`src/rtl/polyline_length_3d_top_macros.svh`:
```
// Assertion macros for the 3D polyline length block.
// Included by the top level; no other dependencies.
`ifndef POLYLINE_LENGTH_3D_TOP_MACROS_SVH
`define POLYLINE_LENGTH_3D_TOP_MACROS_SVH

// Condition cons must hold in the same cycle as ante.
`define PL3D_ASSERT_NOW(label, clk, rst_n, ante, cons, msg) \
	label: assert property (@(posedge clk) disable iff (!rst_n) (ante) |-> (cons)) \
		else $error(msg);

// Condition cons must hold in the cycle after ante.
`define PL3D_ASSERT_NEXT(label, clk, rst_n, ante, cons, msg) \
	label: assert property (@(posedge clk) disable iff (!rst_n) (ante) |=> (cons)) \
		else $error(msg);

`endif

```
`src/rtl/pl3d_pkg.sv`:
```
// Shared constants for the 3D polyline length block.
// No dependencies.
package pl3d_pkg;

	// Default coordinate width, two's complement.
	localparam int PL3D_COORD_BITS = 24;

	// Width of the running length and of the entered length.
	localparam int PL3D_LEN_W = 32;

	// Control state codes of the top-level sequencer.
	localparam logic [1:0] ST_IDLE = 2'd0;
	localparam logic [1:0] ST_SQ   = 2'd1;
	localparam logic [1:0] ST_ROOT = 2'd2;
	localparam logic [1:0] ST_FIN  = 2'd3;

endpackage

```
`src/rtl/pl3d_sqsum.sv`:
```
// Sum of squared coordinate differences, one axis per cycle through a shared multiplier.
// Depends on pl3d_pkg.
module pl3d_sqsum import pl3d_pkg::*; #(
	parameter int COORD_BITS = PL3D_COORD_BITS
) (
	input  logic                        clk,
	input  logic                        arst_n,
	input  logic                        start,
	input  logic [COORD_BITS-1:0]       ax,
	input  logic [COORD_BITS-1:0]       ay,
	input  logic [COORD_BITS-1:0]       az,
	input  logic [COORD_BITS-1:0]       bx,
	input  logic [COORD_BITS-1:0]       by,
	input  logic [COORD_BITS-1:0]       bz,
	output logic                        done,
	output logic [2*COORD_BITS+1:0]     sum
);

	localparam int SQ_W   = 2*COORD_BITS + 2;
	localparam int PROD_W = 2*COORD_BITS;
	localparam logic [1:0] LAST_STEP = 2'd3;

	logic [COORD_BITS-1:0] mag_q [3];
	logic [PROD_W-1:0]     prod_q;
	logic [SQ_W-1:0]       acc_q;
	logic [1:0]            cnt_q;
	logic                  busy_q;
	logic                  done_q;

	// Magnitude of the difference of two signed coordinates.
	function automatic logic [COORD_BITS-1:0] abs_diff(input logic [COORD_BITS-1:0] a,
							   input logic [COORD_BITS-1:0] b);
		logic [COORD_BITS:0] d;
		logic [COORD_BITS:0] n;
		d = {a[COORD_BITS-1], a} - {b[COORD_BITS-1], b};
		n = ~d + (COORD_BITS+1)'(1);
		return d[COORD_BITS] ? n[COORD_BITS-1:0] : d[COORD_BITS-1:0];
	endfunction

	// Sequencing: one axis enters the multiplier per step; the adder takes the registered product.
	always_ff @(posedge clk or negedge arst_n) begin
		if (!arst_n) begin
			cnt_q  <= '0;
			busy_q <= 1'b0;
			done_q <= 1'b0;
		end else if (start) begin
			cnt_q  <= '0;
			busy_q <= 1'b1;
			done_q <= 1'b0;
		end else if (busy_q) begin
			cnt_q <= cnt_q + 2'd1;
			if (cnt_q == LAST_STEP) begin
				busy_q <= 1'b0;
				done_q <= 1'b1;
			end
		end else begin
			done_q <= 1'b0;
		end
	end

	// Data path: magnitudes shift through a short shift register.
	always_ff @(posedge clk) begin
		if (start) begin
			mag_q[0] <= abs_diff(ax, bx);
			mag_q[1] <= abs_diff(ay, by);
			mag_q[2] <= abs_diff(az, bz);
			acc_q    <= '0;
		end else if (busy_q) begin
			prod_q   <= mag_q[0] * mag_q[0];
			mag_q[0] <= mag_q[1];
			mag_q[1] <= mag_q[2];
			if (cnt_q != 2'd0) begin
				acc_q <= acc_q + SQ_W'(prod_q);
			end
		end
	end

	assign done = done_q;
	assign sum  = acc_q;

endmodule

```
`src/rtl/pl3d_sqrt.sv`:
```
// Restoring integer square root, two radicand bits in and one root bit out per cycle.
// Depends on pl3d_pkg.
module pl3d_sqrt import pl3d_pkg::*; #(
	parameter int ROOT_W = PL3D_COORD_BITS + 1
) (
	input  logic                  clk,
	input  logic                  arst_n,
	input  logic                  start,
	input  logic [2*ROOT_W-1:0]   radicand,
	output logic                  done,
	output logic [ROOT_W-1:0]     root
);

	localparam int RAD_W = 2*ROOT_W;
	localparam int REM_W = ROOT_W + 2;
	localparam int TRY_W = REM_W + 2;
	localparam int CNT_W = $clog2(ROOT_W);

	logic [RAD_W-1:0]  rad_q;
	logic [REM_W-1:0]  rem_q;
	logic [ROOT_W-1:0] root_q;
	logic [CNT_W-1:0]  cnt_q;
	logic              busy_q;
	logic              done_q;

	logic [TRY_W-1:0]  part;
	logic [TRY_W-1:0]  trial;
	logic [TRY_W-1:0]  diff;
	logic              fits;

	// One digit step: bring down two bits and try the next root bit.
	always_comb begin
		part  = {rem_q, rad_q[RAD_W-1 -: 2]};
		trial = TRY_W'({root_q, 2'b01});
		fits  = (part >= trial);
		diff  = part - trial;
	end

	// Iteration counter and completion pulse.
	always_ff @(posedge clk or negedge arst_n) begin
		if (!arst_n) begin
			cnt_q  <= '0;
			busy_q <= 1'b0;
			done_q <= 1'b0;
		end else if (start) begin
			cnt_q  <= '0;
			busy_q <= 1'b1;
			done_q <= 1'b0;
		end else if (busy_q) begin
			cnt_q <= cnt_q + CNT_W'(1);
			if (cnt_q == CNT_W'(ROOT_W - 1)) begin
				busy_q <= 1'b0;
				done_q <= 1'b1;
			end
		end else begin
			done_q <= 1'b0;
		end
	end

	// Radicand, partial remainder and root shift registers.
	always_ff @(posedge clk) begin
		if (start) begin
			rad_q  <= radicand;
			rem_q  <= '0;
			root_q <= '0;
		end else if (busy_q) begin
			rad_q  <= {rad_q[RAD_W-3:0], 2'b00};
			rem_q  <= fits ? diff[REM_W-1:0] : part[REM_W-1:0];
			root_q <= {root_q[ROOT_W-2:0], fits};
		end
	end

	assign done = done_q;
	assign root = root_q;

endmodule

```
`src/rtl/polyline_length_3d_top.sv`:
```
// Top level of the 3D polyline length block: sequencer, vertex and sum state, result register.
// Depends on pl3d_pkg, pl3d_sqsum, pl3d_sqrt and polyline_length_3d_top_macros.svh.
//
// Channel  Direction  Handshake            Payload
// in       input      in_valid / in_stall  px, py, pz, first_point, last_point, entered_length
// out      output     out_valid / out_stall projected_length, effective_length, overflow
//
// A vertex that is not a first point passes through the shared squaring multiplier, then the
// bit-serial root, then hand-over, the saturating add in the final step and the return to idle.
// A first point goes straight from idle to the final step and back.
// Reset clears the previous vertex, the sum, the flag and all control state; no clearing pass.
// A vertex is taken only in idle. A last point waits in the final step while a stalled result is
// still held on the output; the output register lets the next vertex in once it is loaded.
`include "polyline_length_3d_top_macros.svh"

module polyline_length_3d_top import pl3d_pkg::*; #(
	parameter int COORD_BITS = PL3D_COORD_BITS
) (
	input  logic                  clk,
	input  logic                  arst_n,
	input  logic                  in_valid,
	output logic                  in_stall,
	input  logic [COORD_BITS-1:0] px,
	input  logic [COORD_BITS-1:0] py,
	input  logic [COORD_BITS-1:0] pz,
	input  logic                  first_point,
	input  logic                  last_point,
	input  logic [PL3D_LEN_W-1:0] entered_length,
	output logic                  out_valid,
	input  logic                  out_stall,
	output logic [PL3D_LEN_W-1:0] projected_length,
	output logic [PL3D_LEN_W-1:0] effective_length,
	output logic                  overflow
);

	localparam int ROOT_W = COORD_BITS + 1;
	localparam int SQ_W   = 2*COORD_BITS + 2;

	logic [1:0]            state_q;
	logic [COORD_BITS-1:0] prev_x_q;
	logic [COORD_BITS-1:0] prev_y_q;
	logic [COORD_BITS-1:0] prev_z_q;
	logic [PL3D_LEN_W-1:0] sum_q;
	logic                  sat_q;
	logic                  first_q;
	logic                  last_q;
	logic [PL3D_LEN_W-1:0] entered_q;

	logic                  out_valid_q;
	logic [PL3D_LEN_W-1:0] proj_q;
	logic [PL3D_LEN_W-1:0] eff_q;
	logic                  ovf_q;

	logic                  in_take;
	logic                  out_free;
	logic                  fin_go;
	logic                  seg_done;
	logic [SQ_W-1:0]       seg_sq;
	logic                  root_done;
	logic [ROOT_W-1:0]     seg_len;
	logic [PL3D_LEN_W:0]   total;
	logic [PL3D_LEN_W-1:0] sum_next;
	logic                  sat_next;

	// Handshake decisions.
	assign in_take  = in_valid && (state_q == ST_IDLE);
	assign out_free = !out_valid_q || !out_stall;
	assign fin_go   = (state_q == ST_FIN) && (!last_q || out_free);
	assign in_stall = (state_q != ST_IDLE);

	// Squared distance to the previous vertex.
	pl3d_sqsum #(
		.COORD_BITS(COORD_BITS)
	) u_sqsum (
		.clk    (clk),
		.arst_n (arst_n),
		.start  (in_take && !first_point),
		.ax     (px),
		.ay     (py),
		.az     (pz),
		.bx     (prev_x_q),
		.by     (prev_y_q),
		.bz     (prev_z_q),
		.done   (seg_done),
		.sum    (seg_sq)
	);

	// Segment length as the floor of the root.
	pl3d_sqrt #(
		.ROOT_W(ROOT_W)
	) u_sqrt (
		.clk      (clk),
		.arst_n   (arst_n),
		.start    ((state_q == ST_SQ) && seg_done),
		.radicand (seg_sq),
		.done     (root_done),
		.root     (seg_len)
	);

	// Saturating update of the running length; a first point restarts it.
	always_comb begin
		total = {1'b0, sum_q} + (PL3D_LEN_W+1)'(seg_len);
		if (first_q) begin
			sum_next = '0;
			sat_next = 1'b0;
		end else if (total[PL3D_LEN_W]) begin
			sum_next = '1;
			sat_next = 1'b1;
		end else begin
			sum_next = total[PL3D_LEN_W-1:0];
			sat_next = sat_q;
		end
	end

	// Sequencer.
	always_ff @(posedge clk or negedge arst_n) begin
		if (!arst_n) begin
			state_q <= ST_IDLE;
		end else begin
			case (state_q)
				ST_IDLE: begin
					if (in_take) begin
						state_q <= first_point ? ST_FIN : ST_SQ;
					end
				end
				ST_SQ: begin
					if (seg_done) begin
						state_q <= ST_ROOT;
					end
				end
				ST_ROOT: begin
					if (root_done) begin
						state_q <= ST_FIN;
					end
				end
				ST_FIN: begin
					if (fin_go) begin
						state_q <= ST_IDLE;
					end
				end
				default: begin
					state_q <= ST_IDLE;
				end
			endcase
		end
	end

	// Previous vertex, running sum and saturation flag.
	always_ff @(posedge clk or negedge arst_n) begin
		if (!arst_n) begin
			prev_x_q <= '0;
			prev_y_q <= '0;
			prev_z_q <= '0;
			sum_q    <= '0;
			sat_q    <= 1'b0;
		end else begin
			if (in_take) begin
				prev_x_q <= px;
				prev_y_q <= py;
				prev_z_q <= pz;
			end
			if (fin_go) begin
				sum_q <= sum_next;
				sat_q <= sat_next;
			end
		end
	end

	// Item markers and entered length held for the final step.
	always_ff @(posedge clk) begin
		if (in_take) begin
			first_q   <= first_point;
			last_q    <= last_point;
			entered_q <= entered_length;
		end
	end

	// Result register valid flag.
	always_ff @(posedge clk or negedge arst_n) begin
		if (!arst_n) begin
			out_valid_q <= 1'b0;
		end else if (fin_go && last_q) begin
			out_valid_q <= 1'b1;
		end else if (!out_stall) begin
			out_valid_q <= 1'b0;
		end
	end

	// Result register payload.
	always_ff @(posedge clk) begin
		if (fin_go && last_q) begin
			proj_q <= sum_next;
			eff_q  <= (entered_q != '0) ? entered_q : sum_next;
			ovf_q  <= sat_next;
		end
	end

	assign out_valid        = out_valid_q;
	assign projected_length = proj_q;
	assign effective_length = eff_q;
	assign overflow         = ovf_q;

	// Checks on the sequencing and the saturation path.
	`PL3D_ASSERT_NOW(a_out_from_fin, clk, arst_n, $rose(out_valid_q),
		$past(state_q) == ST_FIN, "result loaded outside the final step")
	`PL3D_ASSERT_NOW(a_sq_done_in_sq, clk, arst_n, seg_done,
		state_q == ST_SQ, "squared sum finished outside its step")
	`PL3D_ASSERT_NOW(a_root_done_in_root, clk, arst_n, root_done,
		state_q == ST_ROOT, "root finished outside its step")
	`PL3D_ASSERT_NEXT(a_sat_full, clk, arst_n, fin_go && sat_next,
		sum_q == '1, "saturated sum not at full scale")

endmodule

```
`config.mk`:
```
export PLATFORM = sky130hd
export DESIGN_NAME = polyline_length_3d_top
export DESIGN_NICKNAME = d
export VERILOG_FILES = /design/src/rtl/pl3d_pkg.sv /design/src/rtl/pl3d_sqsum.sv /design/src/rtl/pl3d_sqrt.sv /design/src/rtl/polyline_length_3d_top.sv
export VERILOG_INCLUDE_DIRS = /design/src /design/src/rtl
export SDC_FILE = /design/constraint.sdc
export NUM_CORES = 2
export LEC_CHECK = 0
export ABC_AREA = 0
export BUFFER_PORTS_ARGS = -buffer_cell sky130_fd_sc_hd__buf_2
export CAP_MARGIN = 25
export CORE_MARGIN = 2
export CORE_UTILIZATION = 40
export DETAILED_ROUTE_END_ITERATION = 6
export GPL_TIMING_DRIVEN = 1
export HOLD_SLACK_MARGIN = 0.15
export PLACE_DENSITY = 0.56
export SETUP_SLACK_MARGIN = 0.1
export SLEW_MARGIN = 10
export SYNTH_ARGS = -nofsm -noshare
export SYNTH_HDL_FRONTEND = slang
export SYNTH_SLANG_ARGS = --single-unit
```
`constraint.sdc`:
```
create_clock -name clk -period 9.3 [get_ports clk]
set_input_delay 0.93 -clock clk [delete_from_list [all_inputs] [get_ports clk]]
set_output_delay 0.93 -clock clk [all_outputs]
set_load 0.02 [all_outputs]
```
==> flow_summary.ini <==
[timing]
setup_ws_ns = 1.25
whs_ns = 0.259
rsz0062_at_grt = false
drv_slew = 0
setup_violations = 0
max_freq_mhz = 124
worst_pin_slew_ns = 1.13
fin_crit_ns = 8.05
finalHoldViolCount = 0
skew_ns = 0.0856
post-route-period-util_pct = 86.6
tns_ns = 0
slew_headroom_pct = 24.9

[clocking]
cts_resized = 0
tritoncts = done
clock_latency_ns = 0.72
cts.clk_slew.worst_paths_ns = 0.06
clockBufferDepth = 3
cts_hold_buffers = 0
cts_buffers = 59
cts_setup_buffers = 0
cts_sinks = 489
clock-root-buffer = clkbuf_16
h-tree-depth = 2

[routing]
routedWlPerCell_microns = 17.1
vias = 33600
routed_wl_microns = 113000
initialDrtViolationCount = 1999
drcViolationCount = 4
first_pass_iters = 7
final_antenna_net_count = 0
avgViaCountPerCell = 5.08

[worst_setup_path]
cpPeakStageDelay_ns = 1.09
critPathSlowestCell = edfxtp_1
required_ns = 9.71
path_buf_inv = 7
crit_family = adder cells
critPathArrivalTime_ns = 8.46
cp-end-kind = register
start_kind = register
r2r-start = u_sqsum.mag_q[0][1]$_DFFE_PP_
path_class = reg2reg
crit_start = u_sqsum.mag_q[0][1]$_DFFE_PP_
critPathMaxFanout = 24

[placed_design]
place_ws_ns = 1.31
dpl_cell_area_sq_mm = 0.0480
gp_congestion = 0.891
hpwl_microns = 88200
io_buffers = 176

[synthesis]
async_flop_share_pct = 24.3
synth.avg_cell_area_sq_um = 9.20
syn_nets = 5857
synthCells = 4951
synth-seq-cells = 489
synth-edff-count = 268
synth_area_sq_mm = 0.0455
ys.flop_type = edfxtp_1
post-synth-top-area-cell = fa_1
yosysUniqueCellTypes = 102
synth_area_leaders = fa_1 19%, edfxtp_1 18%, ha_1 9.9%
synth_top_area_share_pct = 19.1
yosysWarnings = 0
synth.yosys.seq_area_share_pct = 28.7

[run]
drv_cap = 0

[grt]
grt_pass1_vias = 33900
overflow = 0
grt_max_degree = 109
grt_pass1_wl_microns = 182000
track_usage_pct = 19.4
antenna_found_initial = 6

[finish]
drive_gt1_share_pct = 7.98
nFillCells = 11100
syn_to_final_growth_pct = 10.1
final_cell_area_sq_mm = 0.0501
nets = 5955

[min_path]
min_path_type = in2async

[floorplanning]
dieArea_sq_mm = 0.117
fp.dieH_microns = 341
coreArea_sq_mm = 0.113
initial_utilization_pct = 40.4
die_w_microns = 341
io_pins = 177
core.rowCount = 123

[run_status]
violations = DRC
status = complete, but fails checks
## cell usage in the layout (no fill, tap or decap), drive strengths merged, types with 119 or more instances in the layout
cell | synthesis | final
a21o | 139 | 139
a21oi | 354 | 354
and2 | 145 | 145
buf | 9 | 221
dfrtp | 119 | 119
edfxtp | 268 | 268
fa | 434 | 434
ha | 362 | 362
inv | 774 | 776
nand2 | 620 | 620
nor2 | 249 | 249
o21ai | 247 | 247
xnor2 | 170 | 170
## through the flow
step                utilization [%]  std cells
finish                         44.5       6606
global route                   44.5       6606
CTS                            44.5       6599
detailed placement             42.6       6487
global placement               42.6       6485
floorplan                         -       4951
## cells by family after synthesis
| family | count (synthesis) | synth area share, % |
|---|---|---|
| AND/OR/NAND/NOR | 1370 | 14.1 |
| AO/OA/AOI/OAI | 1033 | 14.2 |
| buffers and inverters | 958 | 7.91 |
| adder cells (fa/ha/maj) | 796 | 29.0 |
| flip-flops | 489 | 28.7 |
| XOR/XNOR | 255 | 4.90 |
| multiplexers | 50 | 1.16 |
## synth_stat cells, drive strengths merged, types with 7 or more instances
master,count
nand2b,34
nor3b,13
mux2,12
inv,774
or2,20
a211oi,37
ha,362
dfxtp,102
nand3,63
or3,23
o21a,26
o21bai,34
o21ai,247
mux2i,37
clkbuf,175
o41ai,7
o31ai,20
and4,9
and3,31
dfrtp,119
and2,145
xnor2,170
a31o,13
a21o,139
nor2,249
buf,9
nor2b,25
nand2,620
fa,434
edfxtp,268
a221o,7
nor4b,7
nor3,52
a211o,12
nand3b,9
nand4,35
a21oi,354
o211ai,17
a31oi,45
a41oi,9
nor4,17
xor2,85
o2111ai,10
## sequential cells by signal, indices dropped and copies added (netlist names), 24 cells and up
signal / count
entered_q: 32
u_sqrt.rem_q: 27
prev_z_q: 24
effective_length: 32
u_sqrt.rad_q: 50
sum_q: 32
u_sqsum.prod_q: 47
prev_x_q: 24
projected_length: 32
u_sqsum.mag_q: 72
prev_y_q: 24
u_sqrt.root: 25
u_sqsum.sum: 50
## metal layers
layer,global-route usage (%),vias to the layer above,share of wire [%]
li1,-,16700,-
met1,26.4,16100,46
met2,31.8,608,46
met3,2.95,171,4.1
met4,6.23,2,3.3
met5,0.490,-,0.069
## cell type report
cell class	instances	area [sq um]	area share, %
well taps	1500	1880	3.74
clock inverters	42	505	1.01
diodes	6	15.0	0.0299
clock buffers	70	1570	3.13
flip-flops and latches	489	13100	26.1
multi-input cells	3504	28900	57.7
repair buffers	221	1270	2.53
inverters	774	2910	5.80
## worst paths after layout
path	endpoint	slack [ns]	cells past startpoint
max in group asynchronous	u_sqrt.cnt_q[3]$_DFFE_PN0P_	7.76	2
worst max register to register	u_sqsum.prod_q[46]$_DFFE_PP_	1.25	26
worst max-delay path	u_sqsum.prod_q[46]$_DFFE_PP_	1.25	26
worst min-delay path	prev_z_q[3]$_DFFE_PN0P_	0.26	1
min in group clk	entered_q[15]$_DFFE_PP_	0.38	1
worst min register to register	u_sqsum.sum[9]$_SDFFE_PP0P_	0.47	2
## worst reg2reg max path, cell delays in order, from the launching register on
cell and delay [ns]:
edfxtp_1 1.09, nand2_1 0.25, fa_1 0.59, inv_1 0.05, fa_1 0.47, inv_1 0.05, fa_1 0.48, inv_1 0.05
fa_1 0.50, inv_1 0.05, fa_1 0.47, inv_1 0.06, fa_1 0.56, inv_1 0.06, fa_1 0.52, inv_1 0.04
ha_1 0.37, o21ai_0 0.12, nand2b_1 0.09, o2111ai_1 0.12, o21ai_0 0.79, a21o_1 0.29, a31oi_1 0.14, o21ai_1 0.14
a21oi_1 0.11, o31ai_1 0.28, xor2_1 0.10
Power is not shown: default switching activity piles up to over one toggle a cycle in this logic, so the estimate is an artifact.
